$ cat config.mk
export PLATFORM = sky130hd
export DESIGN_NAME = grid_line_point_generator_top
export DESIGN_NICKNAME = d
export VERILOG_FILES = /design/src/rtl/core/glpg_pkg.sv /design/src/rtl/core/grid_line_point_generator_top.sv /design/src/rtl/core/glpg_dp.sv /design/src/rtl/core/glpg_ctrl.sv
export SDC_FILE = /design/constraint.sdc
export NUM_CORES = 1
export LEC_CHECK = 0
export BUFFER_PORTS_ARGS = -buffer_cell sky130_fd_sc_hd__buf_4
export CORE_MARGIN = 2
export CORE_UTILIZATION = 66
export DETAILED_ROUTE_END_ITERATION = 8
export GPL_TIMING_DRIVEN = 0
export HOLD_SLACK_MARGIN = 0.05
export MAX_ROUTING_LAYER = met4
export PLACE_DENSITY = 0.87
export SYNTH_ARGS = -nofsm -noshare
export SYNTH_HDL_FRONTEND = slang
export SYNTH_SLANG_ARGS = --single-unit
export TNS_END_PERCENT = 50
$ cat constraint.sdc
create_clock -name clk_i -period 5.9 [get_ports clk_i]
set_input_delay 0.59 -clock clk_i [delete_from_list [all_inputs] [get_ports clk_i]]
set_output_delay 0.59 -clock clk_i [all_outputs]
set_load 0.02 [all_outputs]
$ cat src/rtl/core/glpg_pkg.sv
// ----------------------------------------------------------------------------
// glpg_pkg
// Shared types and constants for the grid line point generator.
// ----------------------------------------------------------------------------
package glpg_pkg;

  localparam int unsigned GRID_SIZE = 64;
  localparam int unsigned COORD_W   = 6;
  localparam int unsigned DELTA_W   = COORD_W + 1;  // doubled delta, unsigned
  localparam int unsigned ERR_W     = COORD_W + 3;  // signed error term

  localparam logic [COORD_W-1:0] COORD_MAX = COORD_W'(GRID_SIZE - 1);

  typedef logic [COORD_W-1:0] coord_t;

  // controller -> datapath
  typedef struct packed {
    logic load;   // capture endpoints, present the start point
    logic step;   // advance to the next point on the line
  } glpg_cmd_t;

  // datapath -> controller
  typedef struct packed {
    logic last;   // point on display is the end point
  } glpg_sts_t;

  function automatic coord_t clamp_coord(input coord_t c);
    clamp_coord = (c > COORD_MAX) ? COORD_MAX : c;
  endfunction

endpackage

$ cat src/rtl/core/grid_line_point_generator_top.sv
// ----------------------------------------------------------------------------
// grid_line_point_generator_top
// Bresenham line point generator on a 64x64 grid.
// ----------------------------------------------------------------------------
// Usage:
//   Input channel (in_valid_i / in_stall_o) takes one beat per line: the
//   start and end coordinates. Coordinates above GRID_SIZE-1 saturate.
//   Output channel (out_valid_o / out_stall_i) returns one beat per grid
//   point, start to end inclusive, in drawing order; last_point_o marks the
//   end point. Equal endpoints give a single beat with last_point_o set.
// Timing and throughput:
//   The first point is on the output in the cycle after the input beat. Then
//   one point per cycle while the receiver does not stall, so a line gives
//   max(|dx|,|dy|)+1 points (1 to 64). No new line beat is taken until the
//   end point is taken. The single error-term update per step sets the pace.
// Stall: the current point holds on the outputs and stepping pauses.
// Reset: asynchronous, active low; returns to idle with no point pending.
// ----------------------------------------------------------------------------
module grid_line_point_generator_top import glpg_pkg::*; (
  input  logic   clk_i,
  input  logic   rst_ni,
  input  logic   in_valid_i,
  output logic   in_stall_o,
  input  coord_t start_x_i,
  input  coord_t start_y_i,
  input  coord_t end_x_i,
  input  coord_t end_y_i,
  output logic   out_valid_o,
  input  logic   out_stall_i,
  output coord_t point_x_o,
  output coord_t point_y_o,
  output logic   last_point_o
);

  glpg_cmd_t cmd;
  glpg_sts_t sts;

  // sequencing: idle/run, load and step commands
  glpg_ctrl u_ctrl (
    .clk_i       (clk_i),
    .rst_ni      (rst_ni),
    .in_valid_i  (in_valid_i),
    .in_stall_o  (in_stall_o),
    .out_valid_o (out_valid_o),
    .out_stall_i (out_stall_i),
    .cmd_o       (cmd),
    .sts_i       (sts)
  );

  // point registers double as the output stage
  glpg_dp u_dp (
    .clk_i        (clk_i),
    .rst_ni       (rst_ni),
    .cmd_i        (cmd),
    .sts_o        (sts),
    .start_x_i    (start_x_i),
    .start_y_i    (start_y_i),
    .end_x_i      (end_x_i),
    .end_y_i      (end_y_i),
    .point_x_o    (point_x_o),
    .point_y_o    (point_y_o),
    .last_point_o (last_point_o)
  );

endmodule

$ cat src/rtl/core/glpg_dp.sv
// ----------------------------------------------------------------------------
// glpg_dp
// Line stepping datapath: holds the current point, the end point, the
// doubled deltas and the error term; the current point is the output beat.
// ----------------------------------------------------------------------------
module glpg_dp import glpg_pkg::*; (
  input  logic      clk_i,
  input  logic      rst_ni,
  input  glpg_cmd_t cmd_i,
  output glpg_sts_t sts_o,
  input  coord_t    start_x_i,
  input  coord_t    start_y_i,
  input  coord_t    end_x_i,
  input  coord_t    end_y_i,
  output coord_t    point_x_o,
  output coord_t    point_y_o,
  output logic      last_point_o
);

  coord_t                   x_q, x_d, y_q, y_d;
  coord_t                   xe_q, ye_q;
  logic                     x_neg_q, x_nz_q, y_neg_q, y_nz_q;
  logic                     maj_x_q;
  logic [DELTA_W-1:0]       dmaj_q, dmin_q;
  logic signed [ERR_W-1:0]  err_q, err_d;
  logic                     last_q, last_d;

  // load-time values
  coord_t                   x0, y0, xe0, ye0;
  logic signed [COORD_W:0]  ddx, ddy;
  coord_t                   adx, ady;
  logic                     maj_x0;
  coord_t                   amaj, amin;
  logic signed [ERR_W-1:0]  err0;

  // step-time values
  logic                     maj_neg, take_min, mv_x, mv_y;
  coord_t                   x_nxt, y_nxt;
  logic signed [ERR_W-1:0]  err_nxt;

  always_comb begin
    x0  = clamp_coord(start_x_i);
    y0  = clamp_coord(start_y_i);
    xe0 = clamp_coord(end_x_i);
    ye0 = clamp_coord(end_y_i);
    ddx = $signed({1'b0, xe0}) - $signed({1'b0, x0});
    ddy = $signed({1'b0, ye0}) - $signed({1'b0, y0});
    adx = ddx[COORD_W] ? COORD_W'(-ddx) : ddx[COORD_W-1:0];
    ady = ddy[COORD_W] ? COORD_W'(-ddy) : ddy[COORD_W-1:0];
    maj_x0 = (adx >= ady);  // tie goes to x
    amaj   = maj_x0 ? adx : ady;
    amin   = maj_x0 ? ady : adx;
    // 2*|minor| - |major|
    err0 = $signed({2'b00, amin, 1'b0}) - $signed({3'b000, amaj});
  end

  always_comb begin
    maj_neg  = maj_x_q ? x_neg_q : y_neg_q;
    // symmetric rule: on zero error step minor only for positive major dir
    take_min = !err_q[ERR_W-1] && ((err_q != '0) || !maj_neg);
    err_nxt  = err_q + $signed({2'b00, dmin_q})
             - (take_min ? $signed({2'b00, dmaj_q}) : ERR_W'(0));
    mv_x     = x_nz_q && (maj_x_q || take_min);
    mv_y     = y_nz_q && (!maj_x_q || take_min);
    x_nxt    = mv_x ? (x_neg_q ? x_q - coord_t'(1) : x_q + coord_t'(1)) : x_q;
    y_nxt    = mv_y ? (y_neg_q ? y_q - coord_t'(1) : y_q + coord_t'(1)) : y_q;
  end

  always_comb begin
    x_d    = x_q;
    y_d    = y_q;
    err_d  = err_q;
    last_d = last_q;
    if (cmd_i.load) begin
      x_d    = x0;
      y_d    = y0;
      err_d  = err0;
      last_d = (x0 == xe0) && (y0 == ye0);
    end else if (cmd_i.step) begin
      x_d    = x_nxt;
      y_d    = y_nxt;
      err_d  = err_nxt;
      last_d = maj_x_q ? (x_nxt == xe_q) : (y_nxt == ye_q);
    end
  end

  always_ff @(posedge clk_i or negedge rst_ni) begin
    if (!rst_ni) begin
      last_q <= 1'b0;
    end else begin
      last_q <= last_d;
    end
  end

  always_ff @(posedge clk_i) begin
    x_q   <= x_d;
    y_q   <= y_d;
    err_q <= err_d;
    if (cmd_i.load) begin
      xe_q    <= xe0;
      ye_q    <= ye0;
      x_neg_q <= ddx[COORD_W];
      x_nz_q  <= (ddx != '0);
      y_neg_q <= ddy[COORD_W];
      y_nz_q  <= (ddy != '0);
      maj_x_q <= maj_x0;
      dmaj_q  <= {amaj, 1'b0};
      dmin_q  <= {amin, 1'b0};
    end
  end

  assign sts_o.last   = last_q;
  assign point_x_o    = x_q;
  assign point_y_o    = y_q;
  assign last_point_o = last_q;

  // a step always moves one cell along the major axis
  a_major_moves: assert property (@(posedge clk_i) disable iff (!rst_ni)
    cmd_i.step |=> (($past(maj_x_q) && x_q != $past(x_q)) ||
                    (!$past(maj_x_q) && y_q != $past(y_q))))
    else $error("major axis did not advance on step");

endmodule

$ cat src/rtl/core/glpg_ctrl.sv
// ----------------------------------------------------------------------------
// glpg_ctrl
// Line controller: idle until a line beat arrives, then emits points until
// the end point has been taken downstream.
// ----------------------------------------------------------------------------
module glpg_ctrl import glpg_pkg::*; (
  input  logic      clk_i,
  input  logic      rst_ni,
  input  logic      in_valid_i,
  output logic      in_stall_o,
  output logic      out_valid_o,
  input  logic      out_stall_i,
  output glpg_cmd_t cmd_o,
  input  glpg_sts_t sts_i
);

  localparam logic ST_IDLE = 1'b0;
  localparam logic ST_RUN  = 1'b1;

  logic state_q, state_d;
  logic in_beat, out_beat;

  assign in_stall_o  = (state_q != ST_IDLE);
  assign out_valid_o = (state_q == ST_RUN);
  assign in_beat     = in_valid_i && !in_stall_o;
  assign out_beat    = out_valid_o && !out_stall_i;

  assign cmd_o.load = in_beat;
  assign cmd_o.step = out_beat && !sts_i.last;

  always_comb begin
    state_d = state_q;
    case (state_q)
      ST_IDLE: begin
        if (in_beat) state_d = ST_RUN;
      end
      ST_RUN: begin
        if (out_beat && sts_i.last) state_d = ST_IDLE;
      end
      default: state_d = ST_IDLE;
    endcase
  end

  always_ff @(posedge clk_i or negedge rst_ni) begin
    if (!rst_ni) begin
      state_q <= ST_IDLE;
    end else begin
      state_q <= state_d;
    end
  end

  a_load_shows_point: assert property (@(posedge clk_i) disable iff (!rst_ni)
    cmd_o.load |=> out_valid_o)
    else $error("no point after load");

  a_last_ends_line: assert property (@(posedge clk_i) disable iff (!rst_ni)
    (out_beat && sts_i.last) |=> (!out_valid_o && !in_stall_o))
    else $error("line did not end after last point");

  a_no_step_past_end: assert property (@(posedge clk_i) disable iff (!rst_ni)
    cmd_o.step |-> (out_valid_o && !sts_i.last && !cmd_o.load))
    else $error("step issued past end point");

endmodule
==> results.yml, run 1 <==
setup_path:
  required_ns: 5.96
  critPathArrivalTime_ns: 5.74
  cp-end-kind: "flop"
  critical-path-max-stage-delay_ns: 0.37
  cp-start-kind: "input pin"
  crit_fanout: 8
  crit_path_top_delay_cell: "fa_2"
  crit_type: "in -> reg"
clocking:
  cts_buffer_depth: 2
  clk_latency_ns: 0.31
  clkSinkCount: 52
  clk_pin_slew_ns: 0.10
  cts_root_buf: "clkbuf_8"
  cts_buffers: 5
  cts_max_level: 2
  cts_tree: "done"
timing:
  period_share_pct: 96.40
  fmax_ghz: 0.1758
  setup_viol: 0
  tightest_slew_ns: 0.9442
  hold_viol: 0
  finalClockSkew_ns: 0.008520
  maxSlewHeadroom_pct: 37.05
  tns_ns: 0
  layout_min_cycle_time_ns: 5.688
  maxSlewViolCount: 0
finish:
  area_delta_synth_final_pct: 14.75
  diodes: 0
  finalNonFillerCells: 679
  final_cell_area_um2: 5490
  drive_above_1_share_pct: 18.28
  fill_cells: 499
  final_nets: 651
  final_core_util_pct: 76.93
floorplanning:
  rows: 31
  die_h_um: 89.15
  core_um2: 7137
  dieWidth_um: 89.15
  dieArea_um2: 7947
  ioPinCount: 43
  initial_core_util_pct: 67.04
detailed_routing:
  vias: 3999
  post_drt_wl_per_cell_um: 16.68
  drt_iter0_drc: 256
  wl_um: 11330
  drtAntennaViolNets: 0
  drcViolationCount: 0
  drt_first_pass_iters: 5
  viasPerCell: 5.890
placed_design:
  portBuffers: 34
  postPlaceCellArea_um2: 5184
  gp_congestion: 0.9495
  hpwl_um: 8638
  place_inst: 659
yosys:
  synthMuxAreaShare_pct: 2.850
  synth_edf_count: 50
  yosys.area.top_type: "edfxtp_1"
  synth.net_count: 597
  synth_top_family_by_area: "compound AO/OA/AOI/OAI gates"
  synthTopCellsByArea: "edfxtp_1 (31%), ha_1 (8.9%), xnor2_1 (6.0%), a21oi_1 (5.4%), inv_1 (4.8%)"
  yosys.area_share.simple_pct: 15.98
  synthXorXnorAreaFrac_pct: 9.650
  post-synth-top-count-cell: "inv_1"
  seq_area_frac_synth_pct: 32.43
  synth_top_area_share_pct: 31.38
  ys_warn_count: 0
  synth_cells: 525
  synth_ff_type: "edfxtp_1"
  synth-compound-area-share_pct: 17.81
  ys_types: 71
  synth_common_cells: "inv_1 (61), a21oi_1 (52), nor2_1 (52)"
  ys_ff_latch: 52
  synthAdderAreaFrac_pct: 13.49
  avgSynthCellArea_um2: 9.114
  synthArstFlopShare_pct: 3.846
  syn-cell-area_um2: 4785
grt:
  grt_pass1_wl_um: 17520
  grtUsageMet1_pct: 36.73
  grt.met3_usage_pct: 4.063
  antenna_found_initial: 0
  grt_max_degree: 40
  grt_use_met2_pct: 49.76
  grt_usage_pct: 29.37
  overflow: 0
  top_usage_layer: "met2"
  grt_pass1_vias: 3934
power_and_ir_drop:
  total_power_mw: 3.290
  ir_worst_vdd_mv: 0.2820
  intPower_mw: 1.757
  seq_power_share_pct: 22.2
  netSwitchingFraction_pct: 46.59
  p_comb_share_pct: 71.3
  clockPowerShare_pct: 6.6
  power.switching_mw: 1.533
  p_leak_nw: 2.351
  power_density_nw_per_um2: 599.3
outcome:
  status: "complete, no violations"
hold_path:
  hold_path_class: "in -> reg"
flow_run:
  maxCapViolations: 0
layer usage:
layer	part of all wire, %	vias up
met5	0	-
met4	2.0	0
met3	4.4	23
met2	51	135
met1	43	1915
li1	-	1926
cell usage in the layout (no fill, tap or decap), drive strengths merged, types with 7 or more instances in the layout:
cell type	Yosys	final
inv	63	63
nor2	53	53
a21oi	53	53
buf	7	52
edfxtp	50	50
xnor2	34	34
ha	34	34
clkbuf	21	29
nand2	28	28
o21ai	19	19
xor2	17	17
a21o	13	13
mux2i	11	11
nand2b	10	10
fa	10	10
and2	9	9
nor2b	8	8
a211oi	7	7
flip-flops by register name, indices dropped and copies added, names as in the netlist:
signal	cells
u_dp.x_nz_q	1
u_dp.y_neg_q	1
u_dp.last_point_o	1
u_dp.point_x_o	6
u_dp.dmaj_q	6
u_dp.point_y_o	6
u_dp.maj_x_q	1
u_dp.ye_q	6
u_dp.x_neg_q	1
u_dp.y_nz_q	1
u_dp.xe_q	6
u_dp.dmin_q	6
u_dp.err_q	9
u_ctrl.in_stall_o	1
what timing repair did:
item                                   4_1_cts  5_1_grt
gates resized for setup                      9       23
hold buffers                                 1        0
pin swaps                                    2       14
setup buffers                                2        9
setup endpoints to repair                    6        6
endpoints found under the hold margin        2        0
final timing paths:
check,start,endpoint,slack (ns),cells past startpoint
max,start_y_i[4],u_dp.err_q[6],0.21,29
min,end_y_i[4],u_dp.ye_q[4],0.49,1
max reg2reg,u_dp.err_q[7],u_dp.err_q[8],1.76,16
min reg2reg,u_dp.last_point_o,u_dp.last_point_o,0.61,2
max in group asynchronous,rst_ni,u_dp.last_point_o,5.22,2
min in group asynchronous,rst_ni,u_ctrl.in_stall_o,0.59,2
kinds of logic after synthesis:
kind of cell / after synthesis
muxes: 13
adders and majority gates: 46
xor gates and xnor gates: 51
buffers and inverters: 91
AOI/OAI and AO/OA: 125
and+or+nand+nor: 147
DFF: 52
area by class of cell:
class                           count  area [um2]  share of cell area (%)
Clock inverter                      1       7.507                  0.1367
Timing Repair Buffer               47       360.3                   6.563
Tap cell                           99       123.9                   2.256
Inverter                           63       239.0                   4.353
Buffer                             28       148.9                   2.712
Sequential cell                    52        1551                   28.26
Multi-Input combinational cell    382        2973                   54.15
Clock buffer                        7       86.33                   1.572
stage by stage:
stage / hold WS (ns) / worst slack, ns
after floorplan: 0.2944 / 0.08218
after global placement: 0.3731 / -0.6828
after detailed placement: 0.3763 / -0.8970
after CTS: 0.4892 / 0.02921
after global routing: 0.4846 / -0.07349
final: 0.4904 / 0.2122
worst max-delay path: cells and delay by family:
kind,cells,cell delay [ns]
AOI/OAI and AO/OA,9,1.51
and+or+nand+nor,4,0.74
muxes,2,0.24
adders and majority gates,4,1.29
buffers and inverters,9,1.09
xor gates and xnor gates,1,0.27
power groups by stage:
stage / logic [mW] / clock network (mW) / registers (mW)
after detailed placement: 2.13 / 0 / 0.738
after global placement: 2.01 / 0 / 0.731
after floorplan: 1.58 / 0 / 0.772
after global routing: 2.57 / 0.231 / 0.744
after CTS: 2.18 / 0.216 / 0.729
final: 2.34 / 0.216 / 0.730
(Power assumes the default switching activity.)
==> run 2: changes to the inputs <==
Settings changed: CORE_UTILIZATION 66 to 55, PLACE_DENSITY 0.87 to 0.78.
Clock period 5.9 ns to 5.2 ns, I/O delays scaled along.
==> run 2 against run 1 <==
Clock-buffer cell count shrank 2. Power grew 17%. First-iteration DRC count grew 2.7%. Die area grew 19%. Sequential power grew 14%. Worst setup slack lost 0.21 ns. Critical path depth shrank 3. Routed wire length grew 13%. Clock power grew 6%. Design area grew 8.6%. Final cell count grew 4.0%. Critical path type unchanged. Critical endpoint unchanged. Largest cell class unchanged. Largest power group unchanged.
==> results.yml, run 2 (same netlist as run 1, synthesis figures left out) <==
timing:
  rsz0062_at_grt: "yes"
  period_share_pct: 99.86
  maxSlewViolCount: 0
  maxSlewHeadroom_pct: 36.87
  setup_viol: 0
  fmax_ghz: 0.1926
  tightest_slew_ns: 0.9470
  finalClockSkew_ns: 0.01380
  layout_min_cycle_time_ns: 5.193
  layout_setup_ws_ns: 0.007170
  hold_viol: 0
  hold_ws_ns: 0.4112
floorplanning:
  ioPinCount: 43
  core_um2: 8593
  rows: 34
  initial_core_util_pct: 55.68
  dieWidth_um: 97.27
  dieArea_um2: 9461
  die_h_um: 97.27
grt:
  grt_max_degree: 40
  grt_pass1_wl_um: 19070
  antenna_found_initial: 0
  overflow: 0
  grt_usage_pct: 25.52
  grt_pass1_vias: 4080
power_and_ir_drop:
  ir_worst_vdd_mv: 0.2398
  total_power_mw: 3.848
  p_leak_nw: 2.478
  power_density_nw_per_um2: 645.2
detailed_routing:
  wl_um: 12750
  drtAntennaViolNets: 0
  post_drt_wl_per_cell_um: 18.06
  wl_met3_um: 642
  vias: 4132
  dr_wl_met2_um: 6564
  drcViolationCount: 0
  drt_iter0_drc: 263
  drt_first_pass_iters: 5
  routed.top_layer: "met4"
  routedLengthMet1_um: 5064
  viasPerCell: 5.853
finish:
  final_nets: 669
  largest_reg_flops: 9
  diodes: 0
  largest-register: "u_dp.err_q"
  final_common_cell: "buf_4"
  regArea_um2: 1551
  final_cell_area_um2: 5963
  final_cell_mix: "buf_4 (67), edfxtp_1 (50), inv_1 (49)"
  area_delta_synth_final_pct: 24.63
  final_core_util_pct: 69.39
  multi_input_area_um2: 3283
  drive_above_1_share_pct: 29.43
  fill_cells: 617
placed_design:
  post-place-ws_ns: -0.8869
  portBuffers: 34
  postPlaceCellArea_um2: 5246
  hpwl_um: 8578
  gp_congestion: 0.8621
clocking:
  cts_buffers: 5
  cts_buffer_depth: 2
  clk_latency_ns: 0.32
  cts_max_level: 2
  clk_pin_slew_ns: 0.10
  cts_tree: "done"
  cts_root_buf: "clkbuf_8"
  clkSinkCount: 52
setup_path:
  crit_type: "in -> reg"
  crit_fanout: 10
  cp-start-kind: "input pin"
  required_ns: 5.25
  critPathArrivalTime_ns: 5.24
  r2r_cells: 16
  cp-end-kind: "flop"
hold_path:
  hold_path_class: "in -> reg"
  hold_depth: 1
outcome:
  status: "complete, no violations"
flow_run:
  maxCapViolations: 0
==> run 2: cell count changes in the layout (fill, tap and decap cells not counted), sizes merged <==
cell | previous run | this run
buf | 52 | 73
clkbuf | 29 | 24
clkinv | 0 | 3
clkinvlp | 1 | 0
==> run 2: layout make-up <==
class / instances / share of cell area [%]
plain buffers: 26 / 2.581
clock buffers: 5 / 1.154
clock inverters: 3 / 0.2308
inverters: 63 / 4.091
multi-input cells: 382 / 55.06
flip-flops and latches: 52 / 26.02
well taps: 108 / 2.266
repair buffers: 67 / 8.603
==> run 2: power by group <==
group          total (mW)  switching (mW)  internal (mW)
Clock               0.229           0.138         0.0919
Combinational        2.79            1.53           1.26
Sequential          0.829           0.108          0.721
==> run 2: routing by layer <==
layer | vias up | global-route usage [%]
li1 | 1958 | -
met1 | 1942 | 30.74
met2 | 177 | 43.86
met3 | 55 | 4.101
met4 | 0 | 8.654
met5 | - | -
==> run 2: worst paths after layout <==
path                                    from                 to  slack (ns)
setup / recovery                start_x_i[0]      u_dp.err_q[6]       0.007
hold / removal                    end_y_i[4]       u_dp.ye_q[4]        0.41
setup reg to reg               u_dp.err_q[7]      u_dp.err_q[8]        1.14
hold reg to reg            u_dp.last_point_o  u_dp.last_point_o        0.60
max in group asynchronous             rst_ni  u_ctrl.in_stall_o        4.59
min in group asynchronous             rst_ni  u_dp.last_point_o        0.52
==> run 2: per-stage QoR <==
stage / cells / TNS, ns
finish: 706 / 0
global route: 706 / -0.3176
CTS: 694 / 0
detailed placement: 668 / -3.951
global placement: 667 / -3.099
floorplan: 525 / 0
==> run 2: critical path, cell delays in order <==
cell       delay (ns)
buf_4            0.09
clkbuf_1         0.09
ha_2             0.19
nor2b_1          0.25
o211ai_1         0.20
o2bb2ai_4        0.22
o31ai_4          0.30
xor2_2           0.20
inv_2            0.09
ha_4             0.28
nand2_1          0.05
o21a_2           0.25
nor4_4           0.34
or2_4            0.22
nor2_8           0.05
inv_4            0.08
clkbuf_8         0.17
nor2_1           0.07
a21oi_2          0.19
ha_4             0.25
a21oi_2          0.18
maj3_2           0.25
o21ai_2          0.06
mux2i_2          0.19
mux2i_1          0.28
o2111ai_1        0.15
==> run 2: timing repair <==
| item | CTS | global route |
|---|---|---|
| gates resized for setup | 32 | 56 |
| hold buffers | 1 | 0 |
| setup buffers | 17 | 14 |
| endpoints found under the setup margin | 6 | 6 |
| endpoints found under the hold margin | 2 | 0 |
| pin swaps | 25 | 27 |
==> run 3: changes to the inputs <==
Settings changed: CORE_UTILIZATION 55 to 66, PLACE_DENSITY 0.78 to 0.87.
Clock period 5.2 ns to 6.6 ns, I/O delays scaled along.
==> run 3 against run 2 <==
Via count is 6.7% lower. Register-to-register slack gained 1.3 ns. Clock power shrank 15%. First-iteration DRC count is 27% lower. Non-clock buffer count shrank 30. Routed wire length shrank 15%. Die area fell by 16%. Sequential share of layout area rose by 3.3 points. Utilization grew 4.9 points. Worst setup slack improved by 0.44 ns. Sequential power is 21% lower. Final cell count decreased by 5.5%. Largest cell class unchanged. Largest power group unchanged.
==> results.yml, run 3 (same netlist as run 1, synthesis figures left out) <==
power_and_ir_drop:
  ir_worst_vdd_mv: 0.2528
  total_power_mw: 2.782
  power_density_nw_per_um2: 525.1
  p_leak_nw: 2.276
floorplanning:
  initial_core_util_pct: 67.04
  dieArea_um2: 7947
  ioPinCount: 43
  die_h_um: 89.15
  core_um2: 7137
  dieWidth_um: 89.15
  rows: 31
timing:
  maxSlewHeadroom_pct: 37.16
  rsz0062_at_grt: "no"
  finalClockSkew_ns: 0.007537
  fmax_ghz: 0.1625
  maxSlewViolCount: 0
  hold_viol: 0
  setup_viol: 0
  hold_ws_ns: 0.1147
  layout_setup_ws_ns: 0.4472
  layout_min_cycle_time_ns: 6.153
  tightest_slew_ns: 0.9426
  period_share_pct: 93.22
setup_path:
  cp-end-kind: "flop"
  crit_path_top_delay_cell: "fa_1"
  crit_fanout: 10
  critPathArrivalTime_ns: 6.21
  critical-path-max-stage-delay_ns: 0.42
  crit_type: "in -> reg"
  required_ns: 6.65
  cp-start-kind: "input pin"
clocking:
  clk_pin_slew_ns: 0.10
  cts_root_buf: "clkbuf_8"
  cts_max_level: 2
  cts_tree: "done"
  cts_buffers: 5
  cts_buffer_depth: 2
  clkSinkCount: 52
  clk_latency_ns: 0.31
  postCtsHoldBufs: 0
finish:
  multi_input_area_um2: 2880
  final_cell_mix: "inv_1 (61), nor2_1 (52), a21oi_1 (51)"
  drive_above_1_share_pct: 13.56
  final_core_util_pct: 74.25
  diodes: 0
  largest_reg_flops: 9
  final_common_cell: "inv_1"
  largest-register: "u_dp.err_q"
  fill_cells: 534
  regArea_um2: 1551
  area_delta_synth_final_pct: 10.75
  final_nets: 639
  final_cell_area_um2: 5299
grt:
  antenna_found_initial: 0
  grt_pass1_vias: 3937
  grt_pass1_wl_um: 17390
  overflow: 0
  grt_max_degree: 40
  grt_usage_pct: 29.12
placed_design:
  hpwl_um: 8638
  gp_congestion: 0.9495
  postPlaceCellArea_um2: 5184
  portBuffers: 34
  post-place-ws_ns: -0.2670
detailed_routing:
  viasPerCell: 5.780
  vias: 3855
  drt_first_pass_iters: 4
  wl_um: 10780
  drt_iter0_drc: 193
  drcViolationCount: 0
  post_drt_wl_per_cell_um: 16.16
  drtAntennaViolNets: 0
outcome:
  status: "complete, no violations"
flow_run:
  maxCapViolations: 0
hold_path:
  hold_path_class: "in -> async"
run 3: cell types whose count changed in the layout (fill, tap and decap cells not counted), sizes merged:
cell         previous run  this run
dlygate4sd3             1         0
clkbuf                 24        29
buf                    73        41
clkinvlp                0         1
clkinv                  3         0
run 3: report_power, final:
part	internal, mW	leakage (nW)	switching (mW)
combinational	0.832	1.75	1.11
clock	0.0856	0.0445	0.108
sequential	0.568	0.486	0.0833
run 3: layout make-up:
class	count	share of cell area, %
Clock inverter	1	0.1417
Multi-Input combinational cell	382	54.36
Clock buffer	7	1.629
Sequential cell	52	29.28
Timing Repair Buffer	35	5.100
Tap cell	99	2.338
Inverter	63	4.510
Buffer	28	2.645
run 3: layer usage:
layer,track usage [%],vias to the layer above,part of all wire [%]
met3,4.340,20,5.2
met4,9.227,0,1.8
li1,-,1906,-
met2,49.23,107,50
met5,-,-,0
met1,36.05,1822,42
run 3: repair_timing:
| action | 4_1_cts | 5_1_grt |
|---|---|---|
| setup buffers | 0 | 0 |
| gates resized for setup | 0 | 8 |
| endpoints found under the hold margin | 0 | 0 |
| endpoints found under the setup margin | 0 | 3 |
run 3: worst paths after layout:
check | from | end | slack, ns | cells after the start
worst max-delay path | start_y_i[0] | u_dp.err_q[6] | 0.45 | 30
worst min-delay path | rst_ni | u_dp.last_point_o | 0.11 | 1
worst max register to register | u_dp.err_q[7] | u_dp.err_q[8] | 2.47 | 16
worst min register to register | u_dp.last_point_o | u_dp.last_point_o | 0.60 | 2
max in group asynchronous | rst_ni | u_ctrl.in_stall_o | 6.40 | 1
min in group clk_i | end_x_i[3] | u_dp.xe_q[3] | 0.56 | 1
run 3: critical path: cells and delay by family:
kind / cells / cell delay (ns)
buffers and inverters: 8 / 0.86
AO/OA/AOI/OAI: 10 / 1.68
AND/OR/NAND/NOR: 4 / 0.83
adder cells (fa/ha/maj): 6 / 1.89
multiplexers: 2 / 0.28
run 3: through the flow:
step | setup TNS (ns) | instances
detailed placement | -0.5121 | 659
global placement | -0.09915 | 658
global route | 0 | 667
finish | 0 | 667
floorplan | 0 | 525
CTS | 0 | 667
